==> src/hw/rtl/wetm_pkg.sv <==
// ----------------------------------------------------------------------------
// wetm_pkg
// Shared types, constants and register indexes of the windowed event monitor.
// ----------------------------------------------------------------------------
`default_nettype none
package wetm_pkg;

	localparam int WINDOWS_DEF    = 6;
	localparam int RING_DEPTH_DEF = 32;
	localparam int TIME_W         = 32;
	localparam int THR_W          = 6;
	localparam int INTV_W         = 20;
	localparam int MASK_W         = 6;
	localparam int CFG_AW         = 5;

	// register indexes
	typedef enum logic [2:0] {
		REG_DURATION  = 3'd0,
		REG_SLOW_THR  = 3'd1,
		REG_SLOW_INTV = 3'd2,
		REG_FAST_THR  = 3'd3,
		REG_FAST_INTV = 3'd4,
		REG_FAST_MASK = 3'd5,
		REG_EN_MASK   = 3'd6,
		REG_COOLDOWN  = 3'd7
	} reg_idx_t;

	typedef struct packed {
		logic [TIME_W-1:0] window_duration;
		logic [THR_W-1:0]  slow_threshold;
		logic [INTV_W-1:0] slow_interval;
		logic [THR_W-1:0]  fast_threshold;
		logic [INTV_W-1:0] fast_interval;
		logic [MASK_W-1:0] fast_window_mask;
		logic [MASK_W-1:0] enable_mask;
		logic [TIME_W-1:0] cooldown_length;
	} cfg_t;

	typedef enum logic [3:0] {
		ST_IDLE,
		ST_COOL,
		ST_RD,
		ST_WAITRD,
		ST_MUL,
		ST_READY,
		ST_EXPIRE,
		ST_POPRD,
		ST_PUSH,
		ST_FIRECHK,
		ST_DONE,
		ST_OUT
	} state_t;

	// controller to datapath
	typedef struct packed {
		logic load;       // capture input item
		logic cool_chk;   // evaluate cooldown
		logic win_clr;    // window index to zero
		logic win_inc;    // next window
		logic mul;        // register interval * count
		logic pop;        // drop oldest
		logic push;       // write now
		logic fire_chk;   // update reason bit
		logic finish;     // commit firing, build result
		logic out_cool;   // build cooldown result
	} cmd_t;

	// datapath to controller
	typedef struct packed {
		logic in_cool;
		logic not_ready;
		logic want_hit;
		logic cnt_zero;
		logic expired;
		logic last_win;
	} sts_t;

endpackage
`default_nettype wire

==> src/hw/rtl/wetm_regs.sv <==
// ----------------------------------------------------------------------------
// wetm_regs
// APB register file for the monitor configuration.
// ----------------------------------------------------------------------------
`default_nettype none
module wetm_regs (
	input  wire logic                  clk,
	input  wire logic                  arst_n,
	input  wire logic                  psel,
	input  wire logic                  penable,
	input  wire logic                  pwrite,
	input  wire logic [wetm_pkg::CFG_AW-1:0] paddr,
	input  wire logic [31:0]           pwdata,
	output logic      [31:0]           prdata,
	output logic                       pready,
	output wetm_pkg::cfg_t             cfg
);
	import wetm_pkg::*;

	cfg_t cfg_q;
	reg_idx_t idx;
	logic wr;

	assign idx    = reg_idx_t'(paddr[4:2]);
	assign wr     = psel && penable && pwrite;
	assign pready = 1'b1;
	assign cfg    = cfg_q;

	// register writes
	always_ff @(posedge clk or negedge arst_n) begin
		if (!arst_n) begin
			cfg_q.window_duration  <= 32'd60000;
			cfg_q.slow_threshold   <= 6'd6;
			cfg_q.slow_interval    <= 20'd10000;
			cfg_q.fast_threshold   <= 6'd30;
			cfg_q.fast_interval    <= 20'd1000;
			cfg_q.fast_window_mask <= 6'd4;
			cfg_q.enable_mask      <= 6'd63;
			cfg_q.cooldown_length  <= 32'd5000;
		end else if (wr) begin
			unique case (idx)
				REG_DURATION:  cfg_q.window_duration  <= pwdata;
				REG_SLOW_THR:  cfg_q.slow_threshold   <= pwdata[THR_W-1:0];
				REG_SLOW_INTV: cfg_q.slow_interval    <= pwdata[INTV_W-1:0];
				REG_FAST_THR:  cfg_q.fast_threshold   <= pwdata[THR_W-1:0];
				REG_FAST_INTV: cfg_q.fast_interval    <= pwdata[INTV_W-1:0];
				REG_FAST_MASK: cfg_q.fast_window_mask <= pwdata[MASK_W-1:0];
				REG_EN_MASK:   cfg_q.enable_mask      <= pwdata[MASK_W-1:0];
				REG_COOLDOWN:  cfg_q.cooldown_length  <= pwdata;
				default: ;
			endcase
		end
	end

	// read mux
	always_comb begin
		unique case (idx)
			REG_DURATION:  prdata = cfg_q.window_duration;
			REG_SLOW_THR:  prdata = {26'd0, cfg_q.slow_threshold};
			REG_SLOW_INTV: prdata = {12'd0, cfg_q.slow_interval};
			REG_FAST_THR:  prdata = {26'd0, cfg_q.fast_threshold};
			REG_FAST_INTV: prdata = {12'd0, cfg_q.fast_interval};
			REG_FAST_MASK: prdata = {26'd0, cfg_q.fast_window_mask};
			REG_EN_MASK:   prdata = {26'd0, cfg_q.enable_mask};
			REG_COOLDOWN:  prdata = cfg_q.cooldown_length;
			default:       prdata = 32'd0;
		endcase
	end
endmodule
`default_nettype wire

==> config.mk <==
export PLATFORM = sky130hd
export DESIGN_NAME = wetm_regs
export DESIGN_NICKNAME = d
export VERILOG_FILES = /design/src/hw/rtl/wetm_pkg.sv /design/src/hw/rtl/wetm_regs.sv
export SDC_FILE = /design/constraint.sdc
export NUM_CORES = 1
export LEC_CHECK = 0
export ABC_AREA = 0
export ABC_CLOCK_PERIOD_IN_PS = 4800
export CAP_MARGIN = 25
export CORE_MARGIN = 5
export CORE_UTILIZATION = 50
export DETAILED_ROUTE_END_ITERATION = 8
export DONT_BUFFER_PORTS = 1
export MAX_ROUTING_LAYER = met4
export PLACE_DENSITY = 0.72
export SLEW_MARGIN = 20
export SYNTH_ARGS = -nofsm -noshare
export SYNTH_HDL_FRONTEND = slang
export SYNTH_SLANG_ARGS = --single-unit
==> constraint.sdc <==
create_clock -name clk -period 4.8 [get_ports clk]
set_clock_uncertainty 0.15 [all_clocks]
set_input_delay 0.96 -clock clk [delete_from_list [all_inputs] [get_ports clk]]
set_output_delay 0.96 -clock clk [all_outputs]
set_load 0.01 [all_outputs]
==> summary.txt <==
Layout
  – Multi-input logic area: 0.00254 mm2
  – Final instance area: 0.00667 mm2
  – Area Growth Syn to Fin: 10.7%
  – Leading cell type in the layout, fill and taps excluded: dfrtp_1
  – Sequential cell area: 0.00325 mm2
  – Layout Cells excl Fill: 630
  – Commonest cells after routing, fill and taps aside: 92 x dfrtp_1, 85 x mux2_2, 36 x dfstp_2
  – Nets: 512
  – Share of cells above drive strength 1: 39.3%
  – # diodes: 0
  – Max FFs per register: 128
  – Fill count: 984

Die
  – IO Count: 203
  – Area of the core: 0.0119 mm2
  – Height of the chip: 120 um
  – Row Count: 40
  – Die width: 120 um
  – Initial Utilization: 50.6%
  – Die ar.: 0.0143 mm2

Clock network
  – Postcts setup bufs: 0
  – Resized cells post-CTS: 0
  – Root Buffer Master: clkbuf_16
  – Hold_buf cts: 0
  – Max clock buf depth: 2
  – Clock Latency Late Sink: 400 ps
  – CTS tree: done
  – CTS H-tree depth: 4
  – Worst-path clk slew: 50 ps
  – CTS Buf Count: 17
  – Clk sink count: 128

Synth
  – Post-synthesis sequential area ratio: 53.9%
  – Mapped Area: 0.00602 mm2
  – Mapped Cells: 474
  – Avg Cell Area, Syn: 12.7 um2
  – Yosys reg bits: 128
  – EDFF count, synth: 0
  – Synth cell types: 37
  – Ys async rst share: 100%
  – Post-synth top flop: dfrtp_1
  – Syn Nets: 516
  – Synth Warn #: 0

Run status
  – Status: finished, final reports clean

Power
  – P_sw: 0.895 mW
  – Leak: 3.03 nW
  – P_int: 2.38 mW
  – Share of total power in the clock network: 37.6%
  – Sequential Power Share: 51.0%
  – Max VDD drop: 0.230 mV
  – Switch share: 27.3%
  – Tot Pwr: 3.27 mW
  – Total power divided by cell area: 491 mW/mm2
  – Combinational share of power: 11.4%

STA
  – Fin. max-slew vios: 0
  – Final setup vio count: 0
  – Setup TNS: 0 ps
  – Crit share post-route: 74.1%
  – Slew headroom: 35.7%
  – Worst-Margin Slew: 963 ps
  – Final hold violation count: 0
  – Setup ws final: 1250 ps
  – Final Critical Period: 3550 ps
  – RSZ-0062 raised after global routing: false
  – Max Fclk: 0.281 GHz

Global route
  – Vias in the first global route: 4090
  – Initial antenna violation count: 0
  – Total GRT Usage: 22.1%
  – Global route overflow: 0
  – Largest net degree at the start of global routing: 129
  – First-pass GRT wire length: 23.7 mm

Critical path
  – R2R setup slack: 3780 ps
  – CP max FO: 33
  – Critical path origin: paddr[2]
  – Startpoint types: input pin
  – Worst EP required: 3690 ps
  – Depth of the most critical reg-to-reg path: 2
  – Crit path to: prdata[16]
  – Critical path arrival: 2440 ps
  – Worst R2R Start: cfg[80]
  – Worst flop-to-flop path endpoint: cfg[80]
  – Critical Path Sink Type: output pin
  – CP Class: input pin to output pin

Place
  – Placed cells: 598
  – Detail Placement HPWL: 10.4 mm
  – # port buffers: 0
  – Worst slack, placed: 1270 ps
  – Placed Instance Area: 0.00610 mm2
  – Gp weighted congestion: 0.785

Routing
  – Vias per inst: 6.04
  – DRT antenna net count: 0
  – Pre-antenna DRT Iters: 4
  – Drc violations: 0
  – Wire per inst: 24.2 um
  – Via count: 3804
  – Drt total wl: 15.2 mm
  – Starting DRT DRC Count: 229

Run
  – Max cap viols: 0

Min path
  – Worst hold path type: input pin to asynchronous set/reset pin
==> cell families after synthesis <==
logic type	synth area share [%]
AO/OA/AOI/OAI	9.12
buffers and inverters	4.13
flip-flops	53.9
multiplexers	26.2
other	0.0623
AND/OR/NAND/NOR	6.50
==> worst min-delay path by stage <==
stage                        from       end  depth (start not counted)
after detailed placement  cfg[79]   cfg[79]                          2
after CTS                  arst_n   cfg[61]                          0
after global placement    cfg[83]   cfg[83]                          2
after floorplan           cfg[79]   cfg[79]                          2
after global routing       arst_n  cfg[114]                          0
final                      arst_n  cfg[118]                          0
==> synthesized netlist by cell type (2+ instances only) <==
| master | count | area share [%] |
|---|---|---|
| nand2_1 | 32 | 2.0 |
| a21oi_1 | 28 | 2.3 |
| mux2_1 | 2 | 0.37 |
| nand2b_1 | 2 | 0.21 |
| a21o_1 | 2 | 0.25 |
| a22o_1 | 12 | 1.7 |
| dfstp_2 | 36 | 16 |
| buf_12 | 3 | 1.0 |
| mux2_2 | 85 | 16 |
| dfrtp_1 | 92 | 38 |
| nor2_1 | 30 | 1.9 |
| mux2i_1 | 15 | 2.5 |
| o21ai_0 | 15 | 1.2 |
| nor2b_1 | 13 | 1.4 |
| mux2_4 | 30 | 7.5 |
| a211oi_1 | 5 | 0.62 |
| inv_1 | 13 | 0.81 |
| buf_6 | 2 | 0.37 |
| o22ai_1 | 4 | 0.42 |
| clkbuf_1 | 10 | 0.62 |
| o21bai_1 | 12 | 1.5 |
| o22a_1 | 4 | 0.58 |
| nor3_1 | 2 | 0.17 |
| buf_2 | 12 | 1.0 |
==> power groups by stage <==
stage | Sequential [mW] | Clock, mW | Combinational [mW]
floorplan | 1.60 | 0 | 0.343
global placement | 1.68 | 0 | 0.360
detailed placement | 1.69 | 0 | 0.376
CTS | 1.67 | 1.26 | 0.378
global route | 1.70 | 1.31 | 0.414
finish | 1.67 | 1.23 | 0.373
==> routing by layer <==
layer  global-route usage (%)  share of wire (%)
met3                     9.75                 10
met1                     25.2                 39
met4                     7.37                1.9
met5                        -                  0
met2                     35.1                 49
==> cell type report <==
cell class | instances | share of cell area, %
Tap cell | 147 | 2.76
Clock buffer | 26 | 7.34
Inverter | 14 | 0.863
Clock inverter | 6 | 1.20
Multi-Input combinational cell | 303 | 38.1
Sequential cell | 128 | 48.7
Timing Repair Buffer | 6 | 0.976
==> through the flow <==
step                hold WS (ps)  util, %
global route                75.1     56.0
global placement             372     51.0
detailed placement           387     51.2
CTS                         75.6     56.0
finish                      96.2     56.0
floorplan                    359        -
==> worst max-delay path, stage by stage <==
cell and delay [ps]:
nand2_1 230, nor2_2 570, buf_4 330, nand2_1 70
a21oi_1 260
Note: power is estimated with default switching activity, not from simulation.
