[config.mk]
export PLATFORM = sky130hd
export DESIGN_NAME = wetm_ctrl
export DESIGN_NICKNAME = d
export VERILOG_FILES = /design/src/hw/rtl/wetm_pkg.sv /design/src/hw/rtl/wetm_ctrl.sv
export SDC_FILE = /design/constraint.sdc
export NUM_CORES = 1
export LEC_CHECK = 0
export BUFFER_PORTS_ARGS = -buffer_cell sky130_fd_sc_hd__buf_2
export CORE_AREA = 3 3 40 42
export CTS_CLUSTER_DIAMETER = 80
export DETAILED_ROUTE_END_ITERATION = 12
export DIE_AREA = 0 0 43 45
export GPL_TIMING_DRIVEN = 0
export SYNTH_ARGS = -nofsm -noshare
export SYNTH_HDL_FRONTEND = slang
export SYNTH_SLANG_ARGS = --single-unit
[constraint.sdc]
create_clock -name clk -period 1.7 [get_ports clk]
set_clock_uncertainty 0.15 [all_clocks]
set_input_delay 0.17 -clock clk [delete_from_list [all_inputs] [get_ports clk]]
set_output_delay 0.17 -clock clk [all_outputs]
set_load 0.05 [all_outputs]
[src/hw/rtl/wetm_pkg.sv]
// ----------------------------------------------------------------------------
// wetm_pkg
// Shared types, constants and register indexes of the windowed event monitor.
// ----------------------------------------------------------------------------
`default_nettype none
package wetm_pkg;

	localparam int WINDOWS_DEF    = 6;
	localparam int RING_DEPTH_DEF = 32;
	localparam int TIME_W         = 32;
	localparam int THR_W          = 6;
	localparam int INTV_W         = 20;
	localparam int MASK_W         = 6;
	localparam int CFG_AW         = 5;

	// register indexes
	typedef enum logic [2:0] {
		REG_DURATION  = 3'd0,
		REG_SLOW_THR  = 3'd1,
		REG_SLOW_INTV = 3'd2,
		REG_FAST_THR  = 3'd3,
		REG_FAST_INTV = 3'd4,
		REG_FAST_MASK = 3'd5,
		REG_EN_MASK   = 3'd6,
		REG_COOLDOWN  = 3'd7
	} reg_idx_t;

	typedef struct packed {
		logic [TIME_W-1:0] window_duration;
		logic [THR_W-1:0]  slow_threshold;
		logic [INTV_W-1:0] slow_interval;
		logic [THR_W-1:0]  fast_threshold;
		logic [INTV_W-1:0] fast_interval;
		logic [MASK_W-1:0] fast_window_mask;
		logic [MASK_W-1:0] enable_mask;
		logic [TIME_W-1:0] cooldown_length;
	} cfg_t;

	typedef enum logic [3:0] {
		ST_IDLE,
		ST_COOL,
		ST_RD,
		ST_WAITRD,
		ST_MUL,
		ST_READY,
		ST_EXPIRE,
		ST_POPRD,
		ST_PUSH,
		ST_FIRECHK,
		ST_DONE,
		ST_OUT
	} state_t;

	// controller to datapath
	typedef struct packed {
		logic load;       // capture input item
		logic cool_chk;   // evaluate cooldown
		logic win_clr;    // window index to zero
		logic win_inc;    // next window
		logic mul;        // register interval * count
		logic pop;        // drop oldest
		logic push;       // write now
		logic fire_chk;   // update reason bit
		logic finish;     // commit firing, build result
		logic out_cool;   // build cooldown result
	} cmd_t;

	// datapath to controller
	typedef struct packed {
		logic in_cool;
		logic not_ready;
		logic want_hit;
		logic cnt_zero;
		logic expired;
		logic last_win;
	} sts_t;

endpackage
`default_nettype wire

[src/hw/rtl/wetm_ctrl.sv]
// ----------------------------------------------------------------------------
// wetm_ctrl
// Sequencer: walks the windows one at a time for each tick not ignored for cooldown.
// ----------------------------------------------------------------------------
`default_nettype none
module wetm_ctrl (
	input  wire logic           clk,
	input  wire logic           arst_n,
	input  wire logic           in_valid,
	output logic                in_ready,
	output logic                out_valid,
	input  wire logic           out_ready,
	input  wire wetm_pkg::sts_t sts,
	output wetm_pkg::cmd_t      cmd
);
	import wetm_pkg::*;

	state_t state_q, state_d;

	// state register
	always_ff @(posedge clk or negedge arst_n) begin
		if (!arst_n) begin
			state_q <= ST_IDLE;
		end else begin
			state_q <= state_d;
		end
	end

	// next state and commands
	always_comb begin
		state_d   = state_q;
		cmd       = '0;
		in_ready  = 1'b0;
		out_valid = 1'b0;
		unique case (state_q)
			ST_IDLE: begin
				in_ready = 1'b1;
				if (in_valid) begin
					cmd.load = 1'b1;
					state_d  = ST_COOL;
				end
			end
			ST_COOL: begin
				cmd.win_clr = 1'b1;
				if (sts.in_cool) begin
					cmd.out_cool = 1'b1;
					state_d      = ST_OUT;
				end else begin
					cmd.cool_chk = 1'b1;
					state_d      = ST_RD;
				end
			end
			ST_RD: begin
				state_d = ST_WAITRD;
			end
			ST_WAITRD: begin
				state_d = ST_MUL;
			end
			ST_MUL: begin
				cmd.mul = 1'b1;
				state_d = ST_READY;
			end
			ST_READY: begin
				if (sts.want_hit && !sts.not_ready) begin
					state_d = ST_EXPIRE;
				end else begin
					state_d = ST_FIRECHK;
				end
			end
			ST_EXPIRE: begin
				if (!sts.cnt_zero && sts.expired) begin
					cmd.pop = 1'b1;
					state_d = ST_POPRD;
				end else begin
					state_d = ST_PUSH;
				end
			end
			// read the new oldest entry, spacing check is not repeated
			ST_POPRD: begin
				state_d = ST_EXPIRE;
			end
			ST_PUSH: begin
				cmd.push = 1'b1;
				state_d  = ST_FIRECHK;
			end
			ST_FIRECHK: begin
				cmd.fire_chk = 1'b1;
				if (sts.last_win) begin
					state_d = ST_DONE;
				end else begin
					cmd.win_inc = 1'b1;
					state_d     = ST_RD;
				end
			end
			ST_DONE: begin
				cmd.finish = 1'b1;
				state_d    = ST_OUT;
			end
			ST_OUT: begin
				out_valid = 1'b1;
				if (out_ready) begin
					state_d = ST_IDLE;
				end
			end
			default: state_d = ST_IDLE;
		endcase
	end
endmodule
`default_nettype wire

==> reports/results.tsv, run 1 <==
stage	metric	value	unit
timing	fin_crit_sh	107	%
timing	finalSetupViolCount	6	
setup_path	path_buf_inv	2	
routing	drtAntennaViolNets	0	
finish	design_area	918	µm²
setup_path	r2r-start	state_q[2]	
clock_network	cts_root_buf	clkbuf_4	
timing	min_period	1.82	ns
setup_path	endpoint	cmd[4]	
timing	setup_ws	-0.124	ns
die	die-width	43	µm
finish	multiInputGateArea	385	µm²
logic_synthesis	synth-seq-cells	4	
power	p_int	0.933	mW
logic_synthesis	synth_edf_count	0	
run	maxCapViolations	0	
clock_network	clk_pin_slew	0.04	ns
routing	dr.pass1.iters	4	
die	start_util	31.7	%
finish	final_util	71.5	%
status	violations	setup timing	
setup_path	required	1.38	ns
power	p_per_area	2060	nW/µm²
power	power_leakage	0.389	nW
power	switchingPower	0.955	mW
setup_path	crit_family	simple AND/OR/NAND/NOR gates	
clock_network	cts_num_sinks	4	
min_path	hold_class	in -> reg	
clock_network	cts_inserted_buffers	3	
global_route	grt_overflow	0	
finish	regMostFlops	state_q	
global_route	antenna_found_initial	0	
finish	drive_above_1_share	68.9	%
clock_network	worstSkewPairLatency	0.24	ns
logic_synthesis	synth_cell_types	29	
logic_synthesis	synthArstFlopShare	100	%
setup_path	crit_type	reg -> out	
power	p_clk_share	7.0	%
finish	antenna_cells	0	
routing	wl_per_cell	15.0	µm
logic_synthesis	synth_largest_area_cell	dfrtp_1	
setup_path	path_cells	or2b_4 > or3_4 > clkinvlp_4 > buf_8	
placed_design	portBuffers	21	
finish	largest_reg_flops	4	
timing	worstMarginPinSlew	0.508	ns
power	seqPwrFrac	11.0	%
placed_design	placedInstanceArea	601	µm²
power	combPwrFrac	82.0	%
setup_path	r2r_cells	4	
logic_synthesis	yosysSeqAreaShare	24.5	%
setup_path	crit_start	state_q[3]	
clock_network	cts_tree	yes	
routing	drt_iter0_drc	8	
setup_path	r2r_slack	-0.02	ns
die	num_io_pins	22	
finish	area_delta_synth_final	125	%
logic_synthesis	synthCells	52	
power	peakVddDrop	0.946	mV
logic_synthesis	synth_flop_cell	dfrtp_1	
timing	slew_headroom	65.3	%
global_route	grt_use_total	18.4	%
routing	totalWireLength	1570	µm
logic_synthesis	yosys-top-cells-area	dfrtp_1, nor3_1, or2b_4	
die	placementRows	13	
placed_design	pre_cts_slack	-0.137	ns
placed_design	dp_hpwl	867	µm
logic_synthesis	netlist_area	408	µm²
finish	seqCellArea	104	µm²
timing	hold_violations	0	
die	coreArea	1280	µm²
timing	max_freq	0.548	GHz
global_route	grt_pass1_vias	575	
timing	rsz0062_at_grt	true	
global_route	grt_max_degree	11	
clock_network	cts.path.max_buffers	2	
die	die_h	45	µm
routing	drc	0	
placed_design	gp_congestion	0.767	
status	outcome	finished with violations	
setup_path	cp-start-kind	flop	
logic_synthesis	synth_commonest_cells	inv_1, nor2_1, nor3_1, dfrtp_1, nand2_1	
finish	fillers	86	
setup_path	path_depth	4	
setup_path	crit_slowest_cell	dfrtp_2	
routing	wl_met1	651	µm
routing	routed-via-count	542	
routing	wl_met2	800	µm
global_route	grt_pass1_wl	2570	µm
routing	dr_wl_met3	75	µm
setup_path	r2r-end	state_q[3]	
setup_path	slowest_delay	0.42	ns
routing	via_per_inst	5.16	
die	die-area	1940	µm²
timing	drv_slew	0	
timing	timing.hold.ws	0.0217	ns
finish	nNetsFinal	101	
setup_path	cp.arrival	1.50	ns
setup_path	crit_fanout	3	
setup_path	cp-end-kind	primary output	
finish	reg_top3	state_q (4)	
logic_synthesis	yosysTopAreaCellShare	24.5	%
logic_synthesis	yosys_warnings	0	
clock_network	cts_max_level	1	
logic_synthesis	synth_area_per_cell	7.84	µm²
power	switching_share	50.6	%
routing	top_layer_used	met4	
logic_synthesis	synth_nets	62	
## worst register-to-register path, delay by kind of cell, from the launching register on
kind | cells | cell delay, ns
compound gates | 1 | 0.54
flops | 1 | 0.43
simple gates | 2 | 0.42
buf+inv | 1 | 0.14
## repair_timing
action | in CTS | in global routing
buffers inserted | 13 | 1
endpoints found under the hold margin | 4 | 0
hold buffers | 1 | 0
pin swaps | 7 | 5
setup endpoints to repair | 11 | 14
gates resized for setup | 36 | 16
## power groups by stage
stage / Combinational, mW / Sequential [mW] / Clock, mW
2_1_floorplan: 0.814 / 0.201 / 0
3_3_place_gp: 0.979 / 0.214 / 0
3_5_place_dp: 0.984 / 0.214 / 0
4_1_cts: 1.44 / 0.192 / 0.135
5_1_grt: 1.64 / 0.217 / 0.151
6_report: 1.55 / 0.208 / 0.133
## cell families after synthesis
| logic type | after synthesis | synth area share, % |
|---|---|---|
| AND/OR/NAND/NOR | 28 | 42.3 |
| AO/OA/AOI/OAI | 11 | 20.9 |
| buffers and inverters | 9 | 12.3 |
| flip-flops | 4 | 24.5 |
## worst min path at each step
stage               from          to  slack [ns]  depth (start not counted)
4_1_cts        out_ready  state_q[0]        0.01                          2
3_3_place_gp      arst_n  state_q[2]       -0.18                          1
6_report       out_ready  state_q[0]        0.02                          2
2_1_floorplan     arst_n  state_q[0]       -0.28                          0
3_5_place_dp      arst_n  state_q[2]       -0.18                          1
5_1_grt        out_ready  state_q[0]        0.02                          2
## layer usage
layer  global-route usage, %  vias up
met2                    31.7       22
met4                    12.7        0
met5                       0        -
li1                        -      262
met1                    20.6      253
met3                    3.19        5
## area by class of cell
type,count,share of cell area (%)
multi-input cells,39,42.0
repair buffers,36,37.6
flip-flops and latches,4,11.3
clock buffers,4,2.86
inverters,5,2.45
well taps,15,2.04
plain buffers,2,1.77
## cells in the final DEF, fill, tap and decap left out, types with 2 or more instances in the layout
cell type,instances
a21oi_1,2
buf_2,10
buf_4,7
buf_6,15
buf_8,4
clkbuf_4,3
dfrtp_2,3
inv_1,4
nand2_1,4
nand2b_1,2
nor2_1,2
nor2_4,2
nor3_2,2
nor3_4,3
nor4_4,2
or2b_4,2
## stage by stage
stage	power [mW]	instances	TNS (ns)
2_1_floorplan	1.02	52	-0.759
3_3_place_gp	1.19	88	-0.140
3_5_place_dp	1.20	88	-0.137
4_1_cts	1.77	106	-0.384
5_1_grt	2.01	105	-0.938
6_report	1.89	105	-0.339
Power figures use the tool's default switching activity.
==> run 2, diff against run 1 <==
Settings changed: BUFFER_PORTS_ARGS -buffer_cell sky130_fd_sc_hd__buf_2 to -buffer_cell sky130_fd_sc_hd__buf_4, RECOVER_POWER from default to 50.
==> reports/results.tsv, run 2 (same netlist as run 1, synthesis figures left out) <==
stage	metric	value	unit	change
status	outcome	finished with violations		
status	violations	setup timing		
global_route	antenna_found_initial	0		unchanged
timing	min_period	1.82	ns	-0.00258 ns
clock_network	cts_root_buf	clkbuf_4		
placed_design	dp_hpwl	927	µm	+6.9%
clock_network	clk_pin_slew	0.05	ns	about the same
setup_path	crit_slowest_cell	dfrtp_1		
setup_path	r2r-start	state_q[2]		
timing	drv_slew	0		unchanged
clock_network	cts.path.max_buffers	2		unchanged
power	peakVddDrop	0.872	mV	-7.8%
setup_path	crit_family	simple AND/OR/NAND/NOR gates		
finish	reg_top3	state_q (4)		
timing	finalSetupViolCount	8		+2
clock_network	cts_num_sinks	4		unchanged
run	maxCapViolations	0		unchanged
placed_design	gp_congestion	0.806		+5.0%
setup_path	cp.arrival	1.50	ns	about the same
die	placementRows	13		unchanged
setup_path	crit_fanout	2		-1
die	start_util	31.7	%	unchanged
finish	design_area	970	µm²	+5.6%
global_route	grt_max_degree	11		unchanged
global_route	grt_pass1_wl	2600	µm	+1.4%
routing	via_per_inst	5.08		-1.6%
die	die-width	43	µm	unchanged
placed_design	portBuffers	21		unchanged
setup_path	path_depth	4		unchanged
clock_network	cts_max_level	1		unchanged
setup_path	required	1.38	ns	about the same
power	p_per_area	2000	nW/µm²	-2.7%
die	die_h	45	µm	unchanged
setup_path	path_cells	or2b_4 > or3_4 > clkinvlp_4 > buf_8		
setup_path	slowest_delay	0.40	ns	-0.02 ns
setup_path	r2r_slack	-0.02	ns	about the same
die	num_io_pins	22		unchanged
placed_design	pre_cts_slack	-0.0812	ns	+0.0555 ns
routing	routed-via-count	564		+4.1%
global_route	grt_overflow	0		unchanged
timing	fin_crit_sh	107	%	-0.15 points
timing	worstMarginPinSlew	0.318	ns	-0.190 ns
setup_path	path_buf_inv	2		unchanged
die	coreArea	1280	µm²	unchanged
setup_path	cp-end-kind	primary output		
routing	totalWireLength	1670	µm	+6.4%
finish	layout_common_cells	buf_4, buf_6, nor3_4		
min_path	min-delay-start	in_valid		
min_path	hold_class	in -> reg		
finish	area_delta_synth_final	138	%	
timing	setup_ws	-0.121	ns	+0.00258 ns
timing	slew_headroom	78.8	%	+13 points
routing	drc	0		unchanged
finish	largest_reg_flops	4		unchanged
finish	nNetsFinal	107		+5.9%
routing	drtAntennaViolNets	0		unchanged
setup_path	crit_start	state_q[2]		
routing	drt_iter0_drc	11		+3
setup_path	crit_type	reg -> out		
placed_design	placedInstanceArea	653	µm²	+8.7%
timing	rsz0062_at_grt	true		
finish	drive_above_1_share	68.8	%	-0.14 points
clock_network	cts_tree	yes		
routing	wl_per_cell	15.0	µm	+0.62%
routing	dr.pass1.iters	4		unchanged
timing	max_freq	0.549	GHz	+0.14%
die	die-area	1940	µm²	unchanged
finish	regMostFlops	state_q		
finish	antenna_cells	0		unchanged
clock_network	worstSkewPairLatency	0.25	ns	about the same
min_path	hold_path_depth	3		+1
power	power_leakage	0.416	nW	+7.1%
global_route	grt_use_total	18.6	%	+0.20 points
clock_network	cts_inserted_buffers	3		unchanged
finish	final_common_cell	buf_4		
setup_path	cp-start-kind	flop		
global_route	grt_pass1_vias	602		+4.7%
setup_path	r2r_cells	5		+1
timing	hold_violations	0		unchanged
-- run 2: where the power goes --
group / switching (mW) / internal, mW / total (mW)
combinational: 0.880 / 0.728 / 1.61
clock: 0.0498 / 0.0887 / 0.139
sequential: 0.0448 / 0.148 / 0.193
total: 0.975 / 0.965 / 1.94
-- run 2: final cells by class --
class	count	area, µm²
Timing Repair Buffer	42	404
Multi-Input combinational cell	39	383
Fill cell	103	315
Sequential cell	4	103
Clock buffer	4	26.3
Inverter	5	22.5
Tap cell	15	18.8
Buffer	2	12.5
-- run 2: final timing paths --
path | to
worst min register to register | state_q[2]
worst max register to register | state_q[3]
max in group asynchronous | state_q[1]
worst max-delay path | cmd[4]
worst min-delay path | state_q[0]
min in group asynchronous | state_q[0]
-- run 2: tightest hold or removal path, stage by stage --
cell	delay, ns
buf_4	0.09
o22ai_1	0.08
o32ai_1	0.11
-- run 2: timing repair --
action / 4_1_cts / 5_1_grt
gates resized for setup: 21 / 13
hold buffers: 1 / 1
pin swaps: 3 / 5
buffers inserted: 14 / 5
endpoints found under the hold margin: 4 / 1
endpoints found under the setup margin: 7 / 13
-- run 2: per-layer routing --
layer  share of wire (%)  GRT usage [%]  vias to the layer above  wire length, µm
li1                    -              -                      274                -
met1                  40           21.0                      261              676
met2                  51           31.7                       22              846
met3                 5.4           2.79                        7               90
met4                 3.4           13.9                        0               57
met5                   0              0                        -                0
-- run 2: through the flow --
stage,util (%),hold slack (ns),total power [mW],setup TNS (ns),instances
detailed placement,50.8,-0.183,1.25,-0.0812,88
CTS,69.1,0.000480,1.74,-0.621,107
finish,75.5,0.101,1.94,-0.428,111
floorplan,-,-0.276,1.02,-0.759,52
global route,75.5,0.104,2.06,-0.897,111
global placement,50.8,-0.184,1.25,-0.0807,88
==> run 3, diff against run 2 <==
Settings changed: GPL_TIMING_DRIVEN 0 to default.
==> reports/results.tsv, run 3 (same netlist as run 1, synthesis figures left out) <==
stage	metric	value	unit	change
min_path	hold_class	in -> reg		
finish	antenna_cells	0		unchanged
die	die_h	45	µm	unchanged
finish	regMostFlops	state_q		
timing	slew_headroom	70.2	%	-8.5 points
routing	drtAntennaViolNets	0		unchanged
run	maxCapViolations	0		unchanged
finish	fillers	96		-6.8%
global_route	grt_pass1_wl	2530	µm	-2.7%
placed_design	gp_congestion	0.846		+5.0%
timing	rsz0062_at_grt	true		
finish	drive_above_1_share	68.5	%	-0.27 points
timing	min_period	1.83	ns	+0.0109 ns
placed_design	dp_hpwl	978	µm	+5.5%
finish	layout_common_cells	buf_4, buf_6, inv_1		
setup_path	crit_fanout	4		+2
status	outcome	finished with violations		
timing	fin_crit_sh	108	%	+0.64 points
power	p_int	0.930	mW	-3.6%
routing	via_per_inst	5.23		+3.0%
clock_network	worstSkewPairLatency	0.24	ns	about the same
timing	max_freq	0.546	GHz	-0.60%
power	p_per_area	2050	nW/µm²	+2.4%
routing	drc	0		unchanged
placed_design	pre_cts_slack	0.0516	ns	+0.133 ns
finish	largest_reg_flops	4		unchanged
routing	totalWireLength	1560	µm	-6.7%
clock_network	cts_inserted_buffers	3		unchanged
global_route	use_met2	30.5	%	-1.2 points
timing	finalSetupViolCount	4		-4
routing	dr.pass1.iters	4		unchanged
power	switching_share	50.3	%	about the same
die	placementRows	13		unchanged
timing	drv_slew	0		unchanged
timing	timing.hold.ws	0.0188	ns	-0.0825 ns
clock_network	clk_pin_slew	0.04	ns	about the same
power	combPwrFrac	82.7	%	-0.2 points
global_route	antenna_found_initial	0		unchanged
routing	wl_per_cell	14.6	µm	-3.2%
power	seqPwrFrac	10.1	%	+0.2 points
timing	worstMarginPinSlew	0.435	ns	+0.117 ns
power	power_leakage	0.395	nW	-5.2%
power	peakVddDrop	1.10	mV	+26%
finish	final_common_cell	buf_4		
die	num_io_pins	22		unchanged
clock_network	cts_max_level	1		unchanged
finish	area_delta_synth_final	124	%	
clock_network	cts.path.max_buffers	2		unchanged
power	switchingPower	0.941	mW	-3.4%
global_route	grt_max_degree	9		-2
placed_design	portBuffers	21		unchanged
status	violations	setup timing		
power	p_clk_share	7.2	%	about the same
setup_path	cp-start-kind	flop		
setup_path	cp.arrival	1.51	ns	about the same
global_route	busiest_layer	met2		
setup_path	cp-end-kind	primary output		
clock_network	cts_tree	yes		
global_route	grt_use_total	17.4	%	-1.1 points
die	coreArea	1280	µm²	unchanged
finish	nNetsFinal	103		-3.7%
global_route	met1_usage	21.4	%	+0.38 points
die	die-area	1940	µm²	unchanged
timing	hold_violations	0		unchanged
routing	drt_iter0_drc	13		+2
finish	reg_top3	state_q (4)		
setup_path	required	1.38	ns	about the same
timing	setup_ws	-0.132	ns	-0.0109 ns
routing	routed-via-count	560		-0.71%
global_route	grt_overflow	0		unchanged
clock_network	cts_num_sinks	4		unchanged
global_route	grtUsageMet3	5.18	%	+2.4 points
die	die-width	43	µm	unchanged
setup_path	crit_type	reg -> out		
global_route	grt_pass1_vias	571		-5.1%
die	start_util	31.7	%	unchanged
clock_network	cts_root_buf	clkbuf_4		
[run 3: cell types whose count changed in the layout (fill, tap and decap cells not counted), sizes merged]
cell         delta
dlygate4sd3     -1
buf             -3
[run 3: worst paths after layout]
path | startpoint | end | slack (ns) | cells past startpoint
max in group asynchronous | arst_n | state_q[3] | 1.07 | 2
hold / removal | out_ready | state_q[0] | 0.02 | 2
setup reg to reg | state_q[0] | state_q[3] | 0.02 | 4
min in group asynchronous | arst_n | state_q[2] | 0.13 | 2
hold reg to reg | state_q[3] | state_q[2] | 0.57 | 3
setup / recovery | state_q[0] | cmd[4] | -0.13 | 5
[run 3: power by group through the flow]
stage               sequential (mW)  clock, mW  combinational, mW
floorplan                     0.201          0              0.814
global placement              0.179          0               1.17
detailed placement            0.183          0               1.15
CTS                           0.185      0.137               1.37
global route                  0.196      0.144               1.64
finish                        0.190      0.134               1.55
[run 3: stage by stage]
| stage | util [%] | power [mW] | instance area [µm²] | instances | setup TNS, ns |
|---|---|---|---|---|---|
| 2_1_floorplan | - | 1.02 | 477 | 52 | -0.759 |
| 3_3_place_gp | 54.2 | 1.34 | 697 | 94 | 0 |
| 3_5_place_dp | 54.2 | 1.34 | 697 | 94 | 0 |
| 4_1_cts | 66.6 | 1.69 | 856 | 107 | -0.213 |
| 5_1_grt | 71.1 | 1.98 | 913 | 107 | -0.487 |
| 6_report | 71.1 | 1.87 | 913 | 107 | -0.270 |
[run 3: metal layers]
metal / routed length, µm / vias up
met3: 97 / 2
met5: 0 / -
met2: 792 / 21
met4: 14 / 0
met1: 653 / 268
li1: - / 269
[run 3: final cells by class]
class                           instances  area (µm²)  area share (%)
Clock buffer                            4        26.3            2.88
Tap cell                               15        18.8            2.05
Inverter                                5        22.5            2.47
Timing Repair Buffer                   40         367            40.1
Sequential cell                         4         101            11.1
Multi-Input combinational cell         39         378            41.4
[run 3: repair_timing]
item / CTS / global route
buffers inserted: 8 / 0
hold endpoints to repair: 4 / 0
resized for setup: 15 / 13
endpoints found under the setup margin: 9 / 12
pin swaps: 4 / 3
hold buffers: 1 / 0
[run 3: critical path: stages (launching register included)]
cell and delay (ns):
dfrtp_1 0.41, inv_1 0.12, nand2_2 0.09, or3_4 0.43
clkinvlp_4 0.09, buf_8 0.14
